### config.mk
export PLATFORM = sky130hd
export DESIGN_NAME = metc_controller
export DESIGN_NICKNAME = d
export VERILOG_FILES = /design/src/hw/rtl/mandelbrot_escape_time_counter_macros.svh /design/src/hw/rtl/metc_pkg.sv /design/src/hw/rtl/metc_controller.sv
export SDC_FILE = /design/constraint.sdc
export NUM_CORES = 1
export LEC_CHECK = 0
export CAP_MARGIN = 10
export CORE_AREA = 3 3 40 42
export CTS_BUF_LIST = sky130_fd_sc_hd__clkbuf_4 sky130_fd_sc_hd__clkbuf_8
export CTS_CLUSTER_DIAMETER = 40
export CTS_CLUSTER_SIZE = 30
export DETAILED_ROUTE_END_ITERATION = 6
export DIE_AREA = 0 0 43 45
export DONT_BUFFER_PORTS = 1
export PLACE_DENSITY = 0.4
export SLEW_MARGIN = 20
export SYNTH_ARGS = -nofsm -noshare
export SYNTH_HDL_FRONTEND = slang
export SYNTH_SLANG_ARGS = --single-unit
export TNS_END_PERCENT = 20
### constraint.sdc
create_clock -name clk -period 3.65 [get_ports clk]
set_input_delay 0.73 -clock clk [delete_from_list [all_inputs] [get_ports clk]]
set_output_delay 0.73 -clock clk [all_outputs]
set_load 0.01 [all_outputs]
### src/hw/rtl/mandelbrot_escape_time_counter_macros.svh
// Assertion macros shared by the escape-time counter RTL.
// Expects a clock named clk and an active-high synchronous reset named rst.
`ifndef MANDELBROT_ESCAPE_TIME_COUNTER_MACROS_SVH
`define MANDELBROT_ESCAPE_TIME_COUNTER_MACROS_SVH

// Same-cycle implication, disabled during reset.
`define METC_ASSERT_NOW(label, ante, cons) \
  label: assert property (@(posedge clk) disable iff (rst) (ante) |-> (cons)) \
    else $error("metc assertion failed");

// Next-cycle implication, disabled during reset.
`define METC_ASSERT_NEXT(label, ante, cons) \
  label: assert property (@(posedge clk) disable iff (rst) (ante) |=> (cons)) \
    else $error("metc assertion failed");

`endif

### src/hw/rtl/metc_pkg.sv
// Shared types and constants for the escape-time counter.
// No dependencies; used by the interfaces, controller, datapath and top level.
package metc_pkg;

  localparam int COORD_W     = 32;
  localparam int COUNT_W     = 12;
  localparam int THRESH_W    = 31;
  localparam int COLOR_W     = 24;
  localparam int CFG_INDEX_W = 1;
  localparam int CFG_DATA_W  = 31;

  localparam logic [CFG_INDEX_W-1:0] CFG_MAX_ITERATIONS   = 1'd0;
  localparam logic [CFG_INDEX_W-1:0] CFG_ESCAPE_THRESHOLD = 1'd1;

  localparam logic [COUNT_W-1:0]  MAX_ITER_RESET  = 12'd2048;
  localparam logic [THRESH_W-1:0] THRESHOLD_RESET = 31'd1073741824;

  typedef enum logic [4:0] {
    ST_IDLE = 5'b00001,
    ST_UPD  = 5'b00010,
    ST_MUL  = 5'b00100,
    ST_SQR  = 5'b01000,
    ST_FIN  = 5'b10000
  } state_t;

  typedef struct packed {
    logic load;
    logic upd;
    logic mul;
    logic sqr;
    logic count_inc;
    logic set_esc;
    logic out_load;
  } cmd_t;

  typedef struct packed {
    logic escape;
    logic last;
    logic max_zero;
  } status_t;

endpackage

### src/hw/rtl/metc_controller.sv
// Sequencing state machine of the escape-time counter and the output valid flag.
// Uses metc_pkg for the state encoding and the command and status structs.
module metc_controller (
  input  logic              clk,
  input  logic              rst,
  input  logic              in_valid,
  input  logic              out_ready,
  input  metc_pkg::status_t status,
  output metc_pkg::cmd_t    cmd,
  output logic              in_ready,
  output logic              out_valid
);
  import metc_pkg::*;

  state_t state;
  state_t state_next;
  logic   out_free;

  assign out_free = !out_valid || out_ready;
  assign in_ready = state == ST_IDLE;

  always_comb begin
    state_next = state;
    cmd        = '0;
    case (state)
      ST_IDLE: begin
        if (in_valid) begin
          cmd.load   = 1'b1;
          state_next = status.max_zero ? ST_FIN : ST_UPD;
        end
      end
      ST_UPD: begin
        cmd.upd    = 1'b1;
        state_next = ST_MUL;
      end
      ST_MUL: begin
        cmd.mul    = 1'b1;
        state_next = ST_SQR;
      end
      ST_SQR: begin
        cmd.sqr = 1'b1;
        if (status.escape) begin
          cmd.set_esc = 1'b1;
          state_next  = ST_FIN;
        end else begin
          cmd.count_inc = 1'b1;
          state_next    = status.last ? ST_FIN : ST_UPD;
        end
      end
      ST_FIN: begin
        if (out_free) begin
          cmd.out_load = 1'b1;
          state_next   = ST_IDLE;
        end
      end
      default: begin
        state_next = ST_IDLE;
      end
    endcase
  end

  always_ff @(posedge clk) begin
    if (rst) begin
      state     <= ST_IDLE;
      out_valid <= 1'b0;
    end else begin
      state <= state_next;
      if (cmd.out_load) begin
        out_valid <= 1'b1;
      end else if (out_ready) begin
        out_valid <= 1'b0;
      end
    end
  end

endmodule

# Word level (Yosys, flattened, before mapping)
# Index checks and enable logic that the tools add are counted.
[word_totals] ff_bits=6 output_inout_bits=9 elab_cells=30
[op_classes] eq_ne=7 n_mux=17 reduce_logical=4
[ops] cell="$mux 5" count=5
[ops] cell="$pmux 5 s5" count=1
[ops] cell="$mux 1" count=10
[ops] cell="$eq 5x1->1 const B" count=1
[ops] cell="$eq 5x2->1 const B" count=1
[ops] cell="$eq 5x3->1 const B" count=1
[ops] cell="$eq 5x4->1 const B" count=1
[ops] cell="$eq 5x5->1 const B" count=1
[ops] cell="$ne 2x2->1 const B" count=2
[ops] cell="$mux 3" count=1
[ops] cell="$reduce_and 2->1" count=1
[ops] cell="$reduce_bool 2->1" count=1
[ops] cell="$logic_not 1->1" count=1
[ops] cell="$logic_or 1x1->1" count=1

# Logic depth before layout (Yosys ltp)
[depth] word_depth=5 mapped_depth=6

# Worst setup path before layout
# No wires, ideal clock.
[synth_timing] path_kind="reg2out" startpoint="register state[0]" endpoint="output cmd[2] (netlist name)" arrival_ns=1.106 required_time_ns=2.920 path_slack_ns=1.814 path_stages_with_launch=4 path_cell_list="dfxtp_1 -> nor4b_4 -> and2b_1 -> nor2b_1"
[synth_rtl] element="from (decl)" line_no="metc_controller.sv:15" rtl="state_t state;"
[synth_rtl] element="from (signal assigned)" line_no="metc_controller.sv:67" rtl="state <= state_next;"
[synth_rtl] element="to (decl)" line_no="metc_controller.sv:9" rtl="output metc_pkg::cmd_t cmd,"

==> impl_metrics.env <==
export IMPL_end_kind="output pin"
export IMPL_drive_gt1_frac=0.209
export IMPL_cts_root_buffer="clkbuf_4"
export IMPL_skew_ns=0.00252
export IMPL_worstPathMaxFanout=5
export IMPL_min_path_type="input pin to flip-flop"
export IMPL_tightest_slew_ns=0.257
export IMPL_layout_nets=52
export IMPL_hold_viol=0
export IMPL_coreArea_um2=1280
export IMPL_firstDrtPassIters=4
export IMPL_cp_required_ns=2.92
export IMPL_n_antenna_cell=0
export IMPL_syn2layout_area_growth_pct=8.08
export IMPL_grt_pass1_wl_mm=1.32
export IMPL_grt_max_degree=9
export IMPL_start_kind="flip-flop"
export IMPL_report_final_slew_viol_count=0
export IMPL_drt_total_wl_um=848
export IMPL_cts_sinks=6
export IMPL_clk_transition_reported_paths_ns=0.04
export IMPL_max_vdd_ir_drop_v=0.000158
export IMPL_ys_ff_latch=6
export IMPL_die_area_um2=1940
export IMPL_synth_seq_area_share=0.323
export IMPL_netlist_instances=42
export IMPL_clk_latency_ns=0.24
export IMPL_drtIter0Drc=2
export IMPL_finalCriticalPeriod_ns=2.17
export IMPL_synth_top_area_cell="dfxtp_1"
export IMPL_crit_type="flip-flop to output pin"
export IMPL_synth_cell_types=25
export IMPL_p_leak_nw=0.163
export IMPL_place_port_buffers=0
export IMPL_clock_path_buffers=2
export IMPL_rows=13
export IMPL_cts_buffers=3
export IMPL_viasPerCell=5.62
export IMPL_die_width_um=43
export IMPL_tns_ns=0
export IMPL_cts_tree="done"
export IMPL_htreeDepth=1
export IMPL_initial_core_util=0.289
export IMPL_yosys_warnings=0
export IMPL_synth_top_area_share=0.323
export IMPL_power_density_nw_per_um2=376
export IMPL_grt_setup_unrepaired="false"
export IMPL_postCtsSetupRepairBufs=0
export IMPL_grt_use_total=0.0950
export IMPL_fmax_mhz=461
export IMPL_syn_area_um2=372
export IMPL_cap_viol_max_count=0
export IMPL_cts_resized=0
export IMPL_utilization=0.313
export IMPL_drc_errors=0
export IMPL_vias=326
export IMPL_synth_area_per_cell_um2=8.85
export IMPL_ant_nets=0
export IMPL_status="complete, no violations"
export IMPL_wire_per_inst_um=14.6
export IMPL_hold_buffers=0
export IMPL_synth_fp_nets=49
export IMPL_period_share=0.594
export IMPL_place_hpwl_um=697
export IMPL_synth_area_leaders="dfxtp_1 (32%), nor4b_4 (6.4%), nor2_1 (6.1%)"
export IMPL_gp_congestion=0.713
export IMPL_die_h_um=45
export IMPL_grt_pass1_vias=328
export IMPL_ios=16
export IMPL_grt_overflow=0
export IMPL_finalSetupViolCount=0
export IMPL_slew_headroom=0.828
export IMPL_cp_arrival_ns=1.44
export IMPL_antenna_found_initial=0
-- final timing paths --
check	slack [ns]	start	depth (start not counted)	endpoint
max	1.48	state[0]	3	cmd[2]
min	0.56	rst	1	out_valid
max reg2reg	2.34	state[1]	5	state[4]
min reg2reg	0.63	state[4]	2	out_valid
-- synth_stat cells --
library cell,instances
dfxtp_1,6
nor2_1,6
a21o_1,2
and2_1,2
and3b_2,2
nand3_1,2
nor2b_1,2
nor3_1,2
o2111a_1,2
a21oi_1,1
a22oi_1,1
a2bb2oi_1,1
a31oi_1,1
and2b_1,1
buf_4,1
clkbuf_1,1
inv_1,1
inv_2,1
nand2b_1,1
nand4_1,1
nand4b_1,1
nor2_2,1
nor4b_4,1
o31ai_2,1
xor2_1,1
-- per-layer routing --
layer  global-route usage  wire length, µm
met1               0.0966              336
met2                0.165              425
met3               0.0279               73
met4               0.0723               13
met5                    0                0
-- cells by family after synthesis --
family          after synthesis  synth area share
xor+xnor                      1            0.0236
flops                         6             0.323
buf+inv                       4            0.0505
compound gates                9             0.209
simple gates                 22             0.394
-- layout by cell type, fill, tap and decap left out, types with 2 or more instances in the layout --
| cell type | count |
|---|---|
| a21o_1 | 2 |
| and2_1 | 2 |
| and3b_2 | 2 |
| clkbuf_4 | 3 |
| dfxtp_1 | 6 |
| nand3_1 | 2 |
| nor2_1 | 6 |
| nor2b_1 | 2 |
| nor3_1 | 2 |
| o2111a_1 | 2 |
-- final cells by class --
| cell class | instances | area (µm²) |
|---|---|---|
| fill | 145 | 883 |
| multi-input combinational | 32 | 233 |
| sequential | 6 | 120 |
| clock buffer | 3 | 22.5 |
| tap | 15 | 18.8 |
| inverter | 2 | 7.51 |
-- metrics by stage --
step / total power, mW / std cells / hold WS, ns / worst slack [ns] / area, µm²
final: 0.151 / 58 / 0.561 / 1.48 / 402
after global routing: 0.159 / 58 / 0.556 / 1.37 / 402
after detailed placement: 0.0929 / 55 / 0.623 / 1.72 / 379
after CTS: 0.154 / 58 / 0.558 / 1.47 / 402
after floorplan: 0.0889 / 42 / 0.647 / 1.81 / 372
after global placement: 0.0926 / 55 / 0.619 / 1.72 / 379
-- flip-flops by register name (all words and copies together), names as in the netlist --
signal,cells
out_valid,1
state,5
-- worst max-delay path, stage by stage, from the launching register on --
cell and delay (ns):
dfxtp_1 0.36, nor4b_4 0.32, and2b_1 0.26, nor2b_1 0.25
-- power breakdown --
part	switching (mW)	internal, mW	total (mW)
registers	0.00376	0.0679	0.0717
clock network	0.0225	0.0371	0.0596
logic	0.0121	0.00768	0.0198
total	0.0383	0.113	0.151
Power figures use the tool's default switching activity.
